--- config.mk ---
export PLATFORM = sky130hd
export DESIGN_NAME = digital_root_accumulator
export DESIGN_NICKNAME = d
export VERILOG_FILES = /design/src/design/dra_pkg.sv /design/src/design/dra_mod9_unit.sv /design/src/design/digital_root_accumulator.sv
export SDC_FILE = /design/constraint.sdc
export NUM_CORES = 1
export LEC_CHECK = 0
export CAP_MARGIN = 40
export CORE_MARGIN = 2
export CORE_UTILIZATION = 60
export CTS_BUF_LIST = sky130_fd_sc_hd__clkbuf_8 sky130_fd_sc_hd__clkbuf_16
export DETAILED_ROUTE_END_ITERATION = 16
export DONT_BUFFER_PORTS = 1
export PLACE_DENSITY_LB_ADDON = 0.15
export REMOVE_ABC_BUFFERS = 1
export SLEW_MARGIN = 20
export SYNTH_ARGS = -nofsm -noshare
export SYNTH_HDL_FRONTEND = slang
export SYNTH_SLANG_ARGS = --single-unit
--- constraint.sdc ---
create_clock -name clk_i -period 5.8 [get_ports clk_i]
set_input_delay 0.58 -clock clk_i [delete_from_list [all_inputs] [get_ports clk_i]]
set_output_delay 0.58 -clock clk_i [all_outputs]
set_load 0.01 [all_outputs]
--- src/design/dra_pkg.sv ---
// Shared types, constants and the mod-9 reduction helper for the
// digital root accumulator. No dependencies.

package dra_pkg;

  localparam int unsigned ValueW    = 64;
  localparam int unsigned RootW     = 4;
  // 2^6 == 1 (mod 9): a residue is a plain sum of 6-bit chunks
  localparam int unsigned ChunkW    = 6;
  localparam int unsigned NumChunks = (ValueW + ChunkW - 1) / ChunkW;
  localparam int unsigned CntW      = $clog2(NumChunks + 1);
  localparam int unsigned SumW      = ChunkW + 1;
  localparam int unsigned OutDataW  = ((ValueW + RootW + 7) / 8) * 8;

  typedef struct packed {
    logic busy;
    logic done;
  } mod9_status_t;

  // x mod 9 for x < 128; quotient by reciprocal 57/512
  function automatic logic [RootW-1:0] mod9_small(input logic [SumW-1:0] x);
    logic [SumW+5:0] prod;
    logic [SumW-1:0] q;
    logic [SumW-1:0] r;
    prod = {6'd0, x} * (SumW + 6)'(57);
    q    = SumW'(prod[SumW+5:9]);
    r    = x - ((q << 3) + q);
    return r[RootW-1:0];
  endfunction

endpackage

--- src/design/dra_mod9_unit.sv ---
// Serial digital root unit: folds a 64-bit operand 6 bits a cycle into a
// mod-9 residue, then maps the residue to a root. Depends on dra_pkg.

module dra_mod9_unit (
  input  logic                        clk_i,
  input  logic                        rst_ni,
  input  logic                        start_i,
  input  logic [dra_pkg::ValueW-1:0]  operand_i,
  output dra_pkg::mod9_status_t       status_o,
  output logic [dra_pkg::RootW-1:0]   root_o
);
  import dra_pkg::*;

  logic [ValueW-1:0] opnd_q, opnd_d;
  logic [RootW-1:0]  res_q, res_d;
  logic [CntW-1:0]   cnt_q, cnt_d;
  logic              nz_q, nz_d;
  logic              done_q, done_d;
  logic [SumW-1:0]   step_sum;

  assign step_sum = {{(SumW-RootW){1'b0}}, res_q} + {1'b0, opnd_q[ChunkW-1:0]};

  always_comb begin
    opnd_d = opnd_q;
    res_d  = res_q;
    cnt_d  = cnt_q;
    nz_d   = nz_q;
    done_d = 1'b0;
    if (start_i) begin
      opnd_d = operand_i;
      res_d  = '0;
      cnt_d  = CntW'(NumChunks);
      nz_d   = |operand_i;
    end else if (cnt_q != '0) begin
      opnd_d = opnd_q >> ChunkW;
      res_d  = mod9_small(step_sum);
      cnt_d  = cnt_q - CntW'(1);
      done_d = (cnt_q == CntW'(1));
    end
  end

  always_ff @(posedge clk_i or negedge rst_ni) begin
    if (!rst_ni) begin
      cnt_q  <= '0;
      done_q <= 1'b0;
    end else begin
      cnt_q  <= cnt_d;
      done_q <= done_d;
    end
  end

  always_ff @(posedge clk_i) begin
    opnd_q <= opnd_d;
    res_q  <= res_d;
    nz_q   <= nz_d;
  end

  // nonzero multiple of nine has root 9
  assign root_o = !nz_q ? '0 : ((res_q == '0) ? RootW'(9) : res_q);

  assign status_o.busy = (cnt_q != '0);
  assign status_o.done = done_q;

endmodule

--- src/design/digital_root_accumulator.sv ---
// Digital root accumulator top level: sequencer, accumulator and output
// register around one shared serial mod-9 unit. Depends on dra_pkg, dra_mod9_unit.
//
// Usage:
//   s_axis carries one 64-bit value per item in tdata, tlast marks the last
//   item of a set. m_axis returns one item per set: the wrapped 64-bit total
//   and its decimal digital root. cfg_data[0] selects the mode: 0 adds raw
//   values, 1 adds the digital root of each value. Write cfg only while idle.
// Sequence:
//   Raw mode, non-last item: next item taken the following cycle.
//   Root mode item: accept, the 11 chunk steps of the mod-9 unit, then the add.
//   Last item: then the root of the total (11 chunk steps, then done), then
//   the load into the output register from StPush once the register is free.
//   s_axis_tready is low while the mod-9 unit runs and while StPush waits.
// Reset:
//   Accumulator cleared, mode set to raw, output register empty.
// Stall:
//   A result waits in the output register; new items are still accepted
//   until the next total, which waits in StPush for the register to free up.

module digital_root_accumulator (
  input  logic                          clk_i,
  input  logic                          rst_ni,
  input  logic                          s_axis_tvalid,
  output logic                          s_axis_tready,
  input  logic [dra_pkg::ValueW-1:0]    s_axis_tdata,   // [63:0] value
  input  logic                          s_axis_tlast,   // last_item
  output logic                          m_axis_tvalid,
  input  logic                          m_axis_tready,
  output logic [dra_pkg::OutDataW-1:0]  m_axis_tdata,   // [63:0] total, [67:64] root
  input  logic                          cfg_valid,
  output logic                          cfg_ready,
  input  logic                          cfg_data        // [0] sum_mode
);
  import dra_pkg::*;

  typedef enum logic [3:0] {
    StIdle      = 4'b0001,
    StRootItem  = 4'b0010,
    StRootTotal = 4'b0100,
    StPush      = 4'b1000
  } state_e;

  state_e            state_q, state_d;
  logic [ValueW-1:0] acc_q, acc_d;
  logic              mode_q;
  logic              last_q, last_d;
  logic              out_vld_q, out_vld_d;
  logic [ValueW-1:0] out_total_q, out_total_d;
  logic [RootW-1:0]  out_root_q, out_root_d;
  logic              unit_start;
  logic [ValueW-1:0] unit_opnd;
  mod9_status_t      unit_st;
  logic [RootW-1:0]  unit_root;
  logic              in_acc;
  logic              out_free;

  dra_mod9_unit u_mod9 (
    .clk_i     (clk_i),
    .rst_ni    (rst_ni),
    .start_i   (unit_start),
    .operand_i (unit_opnd),
    .status_o  (unit_st),
    .root_o    (unit_root)
  );

  assign s_axis_tready = (state_q == StIdle);
  assign in_acc        = s_axis_tvalid && s_axis_tready;
  assign out_free      = !out_vld_q || m_axis_tready;
  assign cfg_ready     = 1'b1;

  always_comb begin
    state_d     = state_q;
    acc_d       = acc_q;
    last_d      = last_q;
    out_vld_d   = out_vld_q && !m_axis_tready;
    out_total_d = out_total_q;
    out_root_d  = out_root_q;
    unit_start  = 1'b0;
    unit_opnd   = s_axis_tdata;
    unique case (state_q)
      StIdle: begin
        if (in_acc) begin
          last_d = s_axis_tlast;
          if (mode_q) begin
            unit_start = 1'b1;
            unit_opnd  = s_axis_tdata;
            state_d    = StRootItem;
          end else begin
            acc_d = acc_q + s_axis_tdata;
            if (s_axis_tlast) begin
              unit_start = 1'b1;
              unit_opnd  = acc_d;
              state_d    = StRootTotal;
            end
          end
        end
      end
      StRootItem: begin
        if (unit_st.done) begin
          acc_d = acc_q + {{(ValueW-RootW){1'b0}}, unit_root};
          if (last_q) begin
            unit_start = 1'b1;
            unit_opnd  = acc_d;
            state_d    = StRootTotal;
          end else begin
            state_d = StIdle;
          end
        end
      end
      StRootTotal: begin
        if (unit_st.done) begin
          state_d = StPush;
        end
      end
      StPush: begin
        if (out_free) begin
          out_vld_d   = 1'b1;
          out_total_d = acc_q;
          out_root_d  = unit_root;
          acc_d       = '0;
          state_d     = StIdle;
        end
      end
      default: state_d = StIdle;
    endcase
  end

  always_ff @(posedge clk_i or negedge rst_ni) begin
    if (!rst_ni) begin
      state_q   <= StIdle;
      acc_q     <= '0;
      mode_q    <= 1'b0;
      last_q    <= 1'b0;
      out_vld_q <= 1'b0;
    end else begin
      state_q   <= state_d;
      acc_q     <= acc_d;
      last_q    <= last_d;
      out_vld_q <= out_vld_d;
      if (cfg_valid && cfg_ready) begin
        mode_q <= cfg_data;
      end
    end
  end

  always_ff @(posedge clk_i) begin
    out_total_q <= out_total_d;
    out_root_q  <= out_root_d;
  end

  assign m_axis_tvalid = out_vld_q;
  assign m_axis_tdata  = {{(OutDataW-ValueW-RootW){1'b0}}, out_root_q, out_total_q};

  // the serial unit never runs while new items are taken
  a_ready_unit_idle: assert property (@(posedge clk_i) disable iff (!rst_ni)
    s_axis_tready |-> !unit_st.busy)
    else $error("input ready while mod-9 unit busy");

  a_done_in_root_state: assert property (@(posedge clk_i) disable iff (!rst_ni)
    unit_st.done |-> (state_q == StRootItem || state_q == StRootTotal))
    else $error("mod-9 unit finished outside a root state");

  a_root_range: assert property (@(posedge clk_i) disable iff (!rst_ni)
    m_axis_tvalid |-> (m_axis_tdata[ValueW+RootW-1:ValueW] <= RootW'(9)))
    else $error("digital root out of range");

  a_push_loads: assert property (@(posedge clk_i) disable iff (!rst_ni)
    (state_q == StPush && out_free) |=> (m_axis_tvalid && acc_q == '0))
    else $error("total not handed to output register");

endmodule
Yosys cells after proc, flatten, opt, wreduce, memory -nomap -nowiden
Index checks and enable logic that the tools add are counted.
{ "totals": {"elab_cells": 79, "register_bits": 213, "output_inout_bits": 75, "in_bits": 71} }
{ "op_classes": {"n_eq_ne": 11, "mux": 35, "add_sub_neg": 6, "multipliers": 1, "n_reduce_logical": 14} }
{ "op_table": {"columns": ["operator", "n"], "rows": [
  ["$mux 64", 11],
  ["$pmux 64 s3", 1],
  ["$pmux 64 s2", 1],
  ["$add 64x4->64", 1],
  ["$add 64x64->64", 1],
  ["$reduce_or 64->1", 1],
  ["$mux 4", 10],
  ["$pmux 4 s4", 1],
  ["$mul 7x6->13 const B", 1],
  ["$reduce_and 5->1", 2],
  ["$mux 1", 9],
  ["$eq 4x1->1 const B", 2],
  ["$add 4x6->7", 1],
  ["$ne 2x1->1 const B", 3],
  ["$add 4x4->4", 1],
  ["$eq 4x2->1 const B", 1],
  ["$eq 4x3->1 const B", 1],
  ["$eq 4x4->1 const B", 1],
  ["$logic_not 4->1", 1],
  ["$ne 2x2->1 const B", 2],
  ["$reduce_and 2->1", 2],
  ["$reduce_bool 4->1", 1],
  ["$sub 4x1->4 const B", 1],
  ["$sub 4x4->4", 1],
  ["other kinds (8)", 10]
]} }

Logic depth before layout (Yosys ltp)
{ "depth": {"depth_word": 8, "depth_mapped": 28, "mapped_depth_nobuf": 28} }

By module
Synthesis repeated with hierarchy kept, for this count alone.
{ "unflattened": {"hier_cells": 1700, "hier_area_um2": 16032.9} }
{ "by_module_without_submodules": {"columns": ["mod", "seq_area_each_um2", "cells_per_inst", "n_inst", "area_per_inst_um2"], "rows": [
  ["digital_root_accumulator", 3819.9, 1399, 1, 11845.1],
  ["dra_mod9_unit", 2157.1, 301, 1, 4187.8]
]} }

Least setup slack after synthesis
OpenSTA, ideal clock, no wires.
{ "synth_timing": {"path_type": "reg2reg", "from": "register u_mod9.opnd_q[1]", "to": "register u_mod9.res_q[3]", "t_arrival_ps": 5150, "n_path_buf": 0, "period_less_slack_ps": 5279, "setup_ps": 129, "setup_slack_ps": 521, "stages_incl_launch_ff": 26, "required_ps": 5671, "path_cell_list": "edfxtp_1 > ha_1 > a21o_1 > a21oi_1 > xor2_1 > fa_1 > fa_1 > inv_1 > ha_1 > ha_1 > nand4_1 > o21bai_1 > a21oi_1 > nor2b_1 > o21a_1 > o21a_1 > nor2_1 > xnor2_1 > ha_1 > inv_1 > a211oi_1 > xnor2_1 > xnor2_1 > xor2_1 > xnor2_1 > a21oi_1"} }
{ "synth_between": {"elab_chain_len": 4} }
{ "synth_rtl": {"columns": ["element", "line_no", "source"], "rows": [
  ["start, declared", "dra_mod9_unit.sv:14", "logic [ValueW-1:0] opnd_q, opnd_d;"],
  ["start signal, assigned", "dra_mod9_unit.sv:53", "opnd_q <= opnd_d;"],
  ["$add 4x6->7 (*)", "dra_mod9_unit.sv:21", "assign step_sum = {{(SumW-RootW){1'b0}}, res_q} + {1'b0, opnd_q[ChunkW-1:0]};"],
  ["$mul 7x6->13", "dra_pkg.sv:25", "prod = {6'd0, x} * (SumW + 6)'(57);"],
  ["$add 4x4->4", "dra_pkg.sv:27", "r = x - ((q << 3) + q);"],
  ["$sub 4x4->4 (*)", "dra_pkg.sv:27", null],
  ["end signal, assigned", "dra_mod9_unit.sv:54", "res_q <= res_d;"],
  ["end, declared", "dra_mod9_unit.sv:15", "logic [RootW-1:0] res_q, res_d;"]
]} }
Mark *: on every way between the ends. The rest lies on a longest branch, timed or not.
A chain may end at the register's enable or synchronous reset.

Worst setup path after layout
{ "layout_timing": {"from": "register u_mod9.res_q[0]", "to": "register u_mod9.res_q[3]"} }
{ "layout_between": {"elab_chain_len": 4} }
{ "layout_rtl": {"columns": ["element", "line_no"], "rows": [
  ["$add 4x6->7 (*)", "dra_mod9_unit.sv:21"],
  ["$mul 7x6->13", "dra_pkg.sv:25"],
  ["$add 4x4->4", "dra_pkg.sv:27"],
  ["$sub 4x4->4 (*)", "dra_pkg.sv:27"]
]} }
Marks and branches as above.

==> flow_metrics.py <==
metrics = {
    "outcome": {
        "outcome": "complete, no violations",
    },
    "min_path": {
        "worstHoldStart": "s_axis_tlast",
        "hold_class": "primary input to register",
        "hold_end": "last_q",
        "whs_path_depth": 1,
    },
    "synthesis": {
        "synth_flop_cell": "edfxtp_1",
        "synth_edf_count": 133,
        "synth.avg_cell_area_um2": 8.43,
        "synthArstFlopShare": 0.357,
        "syn-instance-count": 2025,
        "syn-cell-area_mm2": 0.0171,
        "yosysSeqAreaShare": 0.350,
        "yosysUniqueCellTypes": 91,
        "synth-seq-cells": 213,
        "ys_warn_count": 0,
    },
    "route": {
        "drc": 0,
        "routed_via_density": 6.88,
        "routed_wl_um": 59100,
        "ant_nets": 0,
        "wl_per_cell_um": 25.0,
        "dr.pass1.iters": 8,
        "vias": 16287,
        "dr.first_iter.drc_count": 1986,
    },
    "finish": {
        "layout_commonest_cell": "nor2_1",
        "fin_area_mm2": 0.0183,
        "drive_above_1_share": 0.0678,
        "layout_common_cells": "nor2_1 (254), a21oi_1 (211), nand2_1 (188), o21ai_0 (163), edfxtp_1 (133)",
        "fin_util": 0.657,
        "final_nets": 2152,
        "synthToLayoutAreaGrowth_pct": 7.48,
        "n_antenna_cell": 0,
    },
    "clock_tree": {
        "htreeDepth": 1,
        "insertion_delay_ns": 0.56,
        "post_cts_buffers": 0,
        "cts_tree": "done",
        "numCtsBuffers": 25,
        "path_clk_slew_ns": 0.06,
        "cts.sinks": 213,
        "clockRootBuffer": "clkbuf_16",
        "cts_buffer_depth": 3,
    },
    "placement": {
        "routabilityCongestion": 1.00,
        "pre_cts_slack_ns": 0.256,
        "post_dp_cell_area_mm2": 0.0174,
        "portBuffers": 0,
        "hpwlAfterDp_um": 42800,
    },
    "worst_setup_path": {
        "crit_fanout": 4,
        "reg2reg_to": "u_mod9.res_q[3]",
        "reg2reg_slack_ns": 0.34,
        "regToRegStartpoint": "u_mod9.res_q[0]",
        "worstPathArrival_ns": 5.89,
        "required_ns": 6.23,
        "worstSetupPathType": "register to register",
        "start_kind": "register",
        "r2r_cells": 25,
        "endpoint_kind": "register",
    },
    "floorplan": {
        "rows": 61,
        "die_h_um": 173,
        "fp.dieW_um": 173,
        "dieArea_mm2": 0.0298,
        "coreArea_mm2": 0.0279,
        "ios": 146,
        "start_util": 0.611,
    },
    "sta": {
        "whs_ns": 0.178,
        "relSlewSlack": 0.352,
        "period_share": 0.942,
        "finalHoldViolations": 0,
        "tightest_slew_ns": 0.971,
        "drv_slew": 0,
        "clock.fmax_mhz": 183,
        "finalWorstPathRequiredPeriod_ns": 5.46,
        "setup_violations": 0,
        "skew_ns": 0.0131,
        "setup_ws_ns": 0.339,
    },
    "global_route": {
        "grt.total_usage": 0.386,
        "grt_max_degree": 77,
        "grt_remaining_overflow": 0,
        "grt_pass1_vias": 15577,
        "antenna_found_initial": 1,
        "grt_pass1_wl_um": 90700,
    },
    "job": {
        "cap_violations": 0,
    },
}
==> metrics by stage <==
| step | instances | setup TNS (ns) |
|---|---|---|
| finish | 2369 | 0 |
| global route | 2369 | -0.0229 |
| CTS | 2369 | 0 |
| detailed placement | 2321 | 0 |
| global placement | 2318 | 0 |
| floorplan | 1903 | -33.49 |
==> Yosys cell counts (all sizes together) (26+ instances only) <==
library cell | count | area [um2]
a21o | 27 | 203
a21oi | 212 | 1060
a221oi | 27 | 243
a22oi | 26 | 195
a31oi | 26 | 163
buf | 26 | 154
clkbuf | 99 | 372
dfrtp | 75 | 1880
edfxtp | 133 | 3990
ha | 97 | 1210
inv | 54 | 203
nand2 | 188 | 706
nand3 | 51 | 255
nand4 | 44 | 275
nor2 | 260 | 1010
nor3 | 38 | 190
o21ai | 164 | 821
xnor2 | 100 | 876
xor2 | 33 | 289
==> repair_timing <==
action                                  4_1_cts  5_1_grt
hold buffers                                  2        0
endpoints found under the setup margin        0        1
endpoints found under the hold margin        76        0
resized for setup                             0        4
==> worst max-delay path, cell delays in order, from the launching register on <==
cell and delay, ns:
dfxtp_1 0.38, ha_1 0.19, inv_1 0.06, fa_1 0.42, xnor2_2 0.20, inv_1 0.10, fa_1 0.49, fa_1 0.53
inv_1 0.05, ha_1 0.29, ha_1 0.29, nand4_1 0.08, o21bai_1 0.06, a21oi_1 0.17, nor2b_1 0.08, o21a_1 0.19
nor2_1 0.21, ha_1 0.18, inv_1 0.06, ha_1 0.29, a211oi_2 0.26, xnor2_1 0.17, xnor2_1 0.16, xor2_1 0.19
xnor2_1 0.14, a21oi_1 0.08
==> layout make-up <==
| cell class | count | area [um2] |
|---|---|---|
| Multi-Input combinational cell | 1636 | 10500 |
| Fill cell | 2393 | 9590 |
| Sequential cell | 213 | 5980 |
| Clock buffer | 33 | 736 |
| Tap cell | 378 | 473 |
| Timing Repair Buffer | 42 | 395 |
| Inverter | 54 | 203 |
| Clock inverter | 13 | 109 |
==> worst max path at each step <==
stage                                from  cells past startpoint                 to  slack (ns)
after CTS                 u_mod9.res_q[0]                     25    u_mod9.res_q[3]        0.24
after global placement    u_mod9.res_q[0]                     25    u_mod9.res_q[3]        0.43
after detailed placement  u_mod9.res_q[0]                     25    u_mod9.res_q[3]        0.26
after global routing      u_mod9.res_q[0]                     26    u_mod9.res_q[3]       -0.02
final                     u_mod9.res_q[0]                     25    u_mod9.res_q[3]        0.34
after floorplan                state_q[2]                      5  u_mod9.opnd_q[15]       -0.45
==> routing by layer <==
| metal | up-vias | share of wire | GRT usage |
|---|---|---|---|
| li1 | 7399 | - | - |
| met1 | 7675 | 0.39 | 0.507 |
| met2 | 1008 | 0.45 | 0.614 |
| met3 | 203 | 0.12 | 0.0836 |
| met4 | 2 | 0.052 | 0.172 |
| met5 | - | 0.00022 | 0 |
==> flip-flops by register name, summed over array words and instances (netlist names), 4 cells and up <==
signal and cells:
u_mod9.cnt_q 4, state_q 4, out_root_q 4, acc_q 64
u_mod9.res_q 4, out_total_q 64, u_mod9.opnd_q 64
==> cells by family (layout without fill, tap and decap cells) <==
kind of cell	Yosys count	count (layout)	synth area share
other	2	5	0.000440
multiplexers	15	15	0.00968
XOR/XNOR	133	133	0.0683
buffers and inverters	179	142	0.0427
flip-flops	213	213	0.350
AO/OA/AOI/OAI	655	655	0.242
adder cells (fa/ha/maj)	109	109	0.0852
AND/OR/NAND/NOR	719	719	0.201
Power is left out: the tool's default activity adds up to more than one toggle a clock period on the data nets, which glitch-free logic cannot reach.
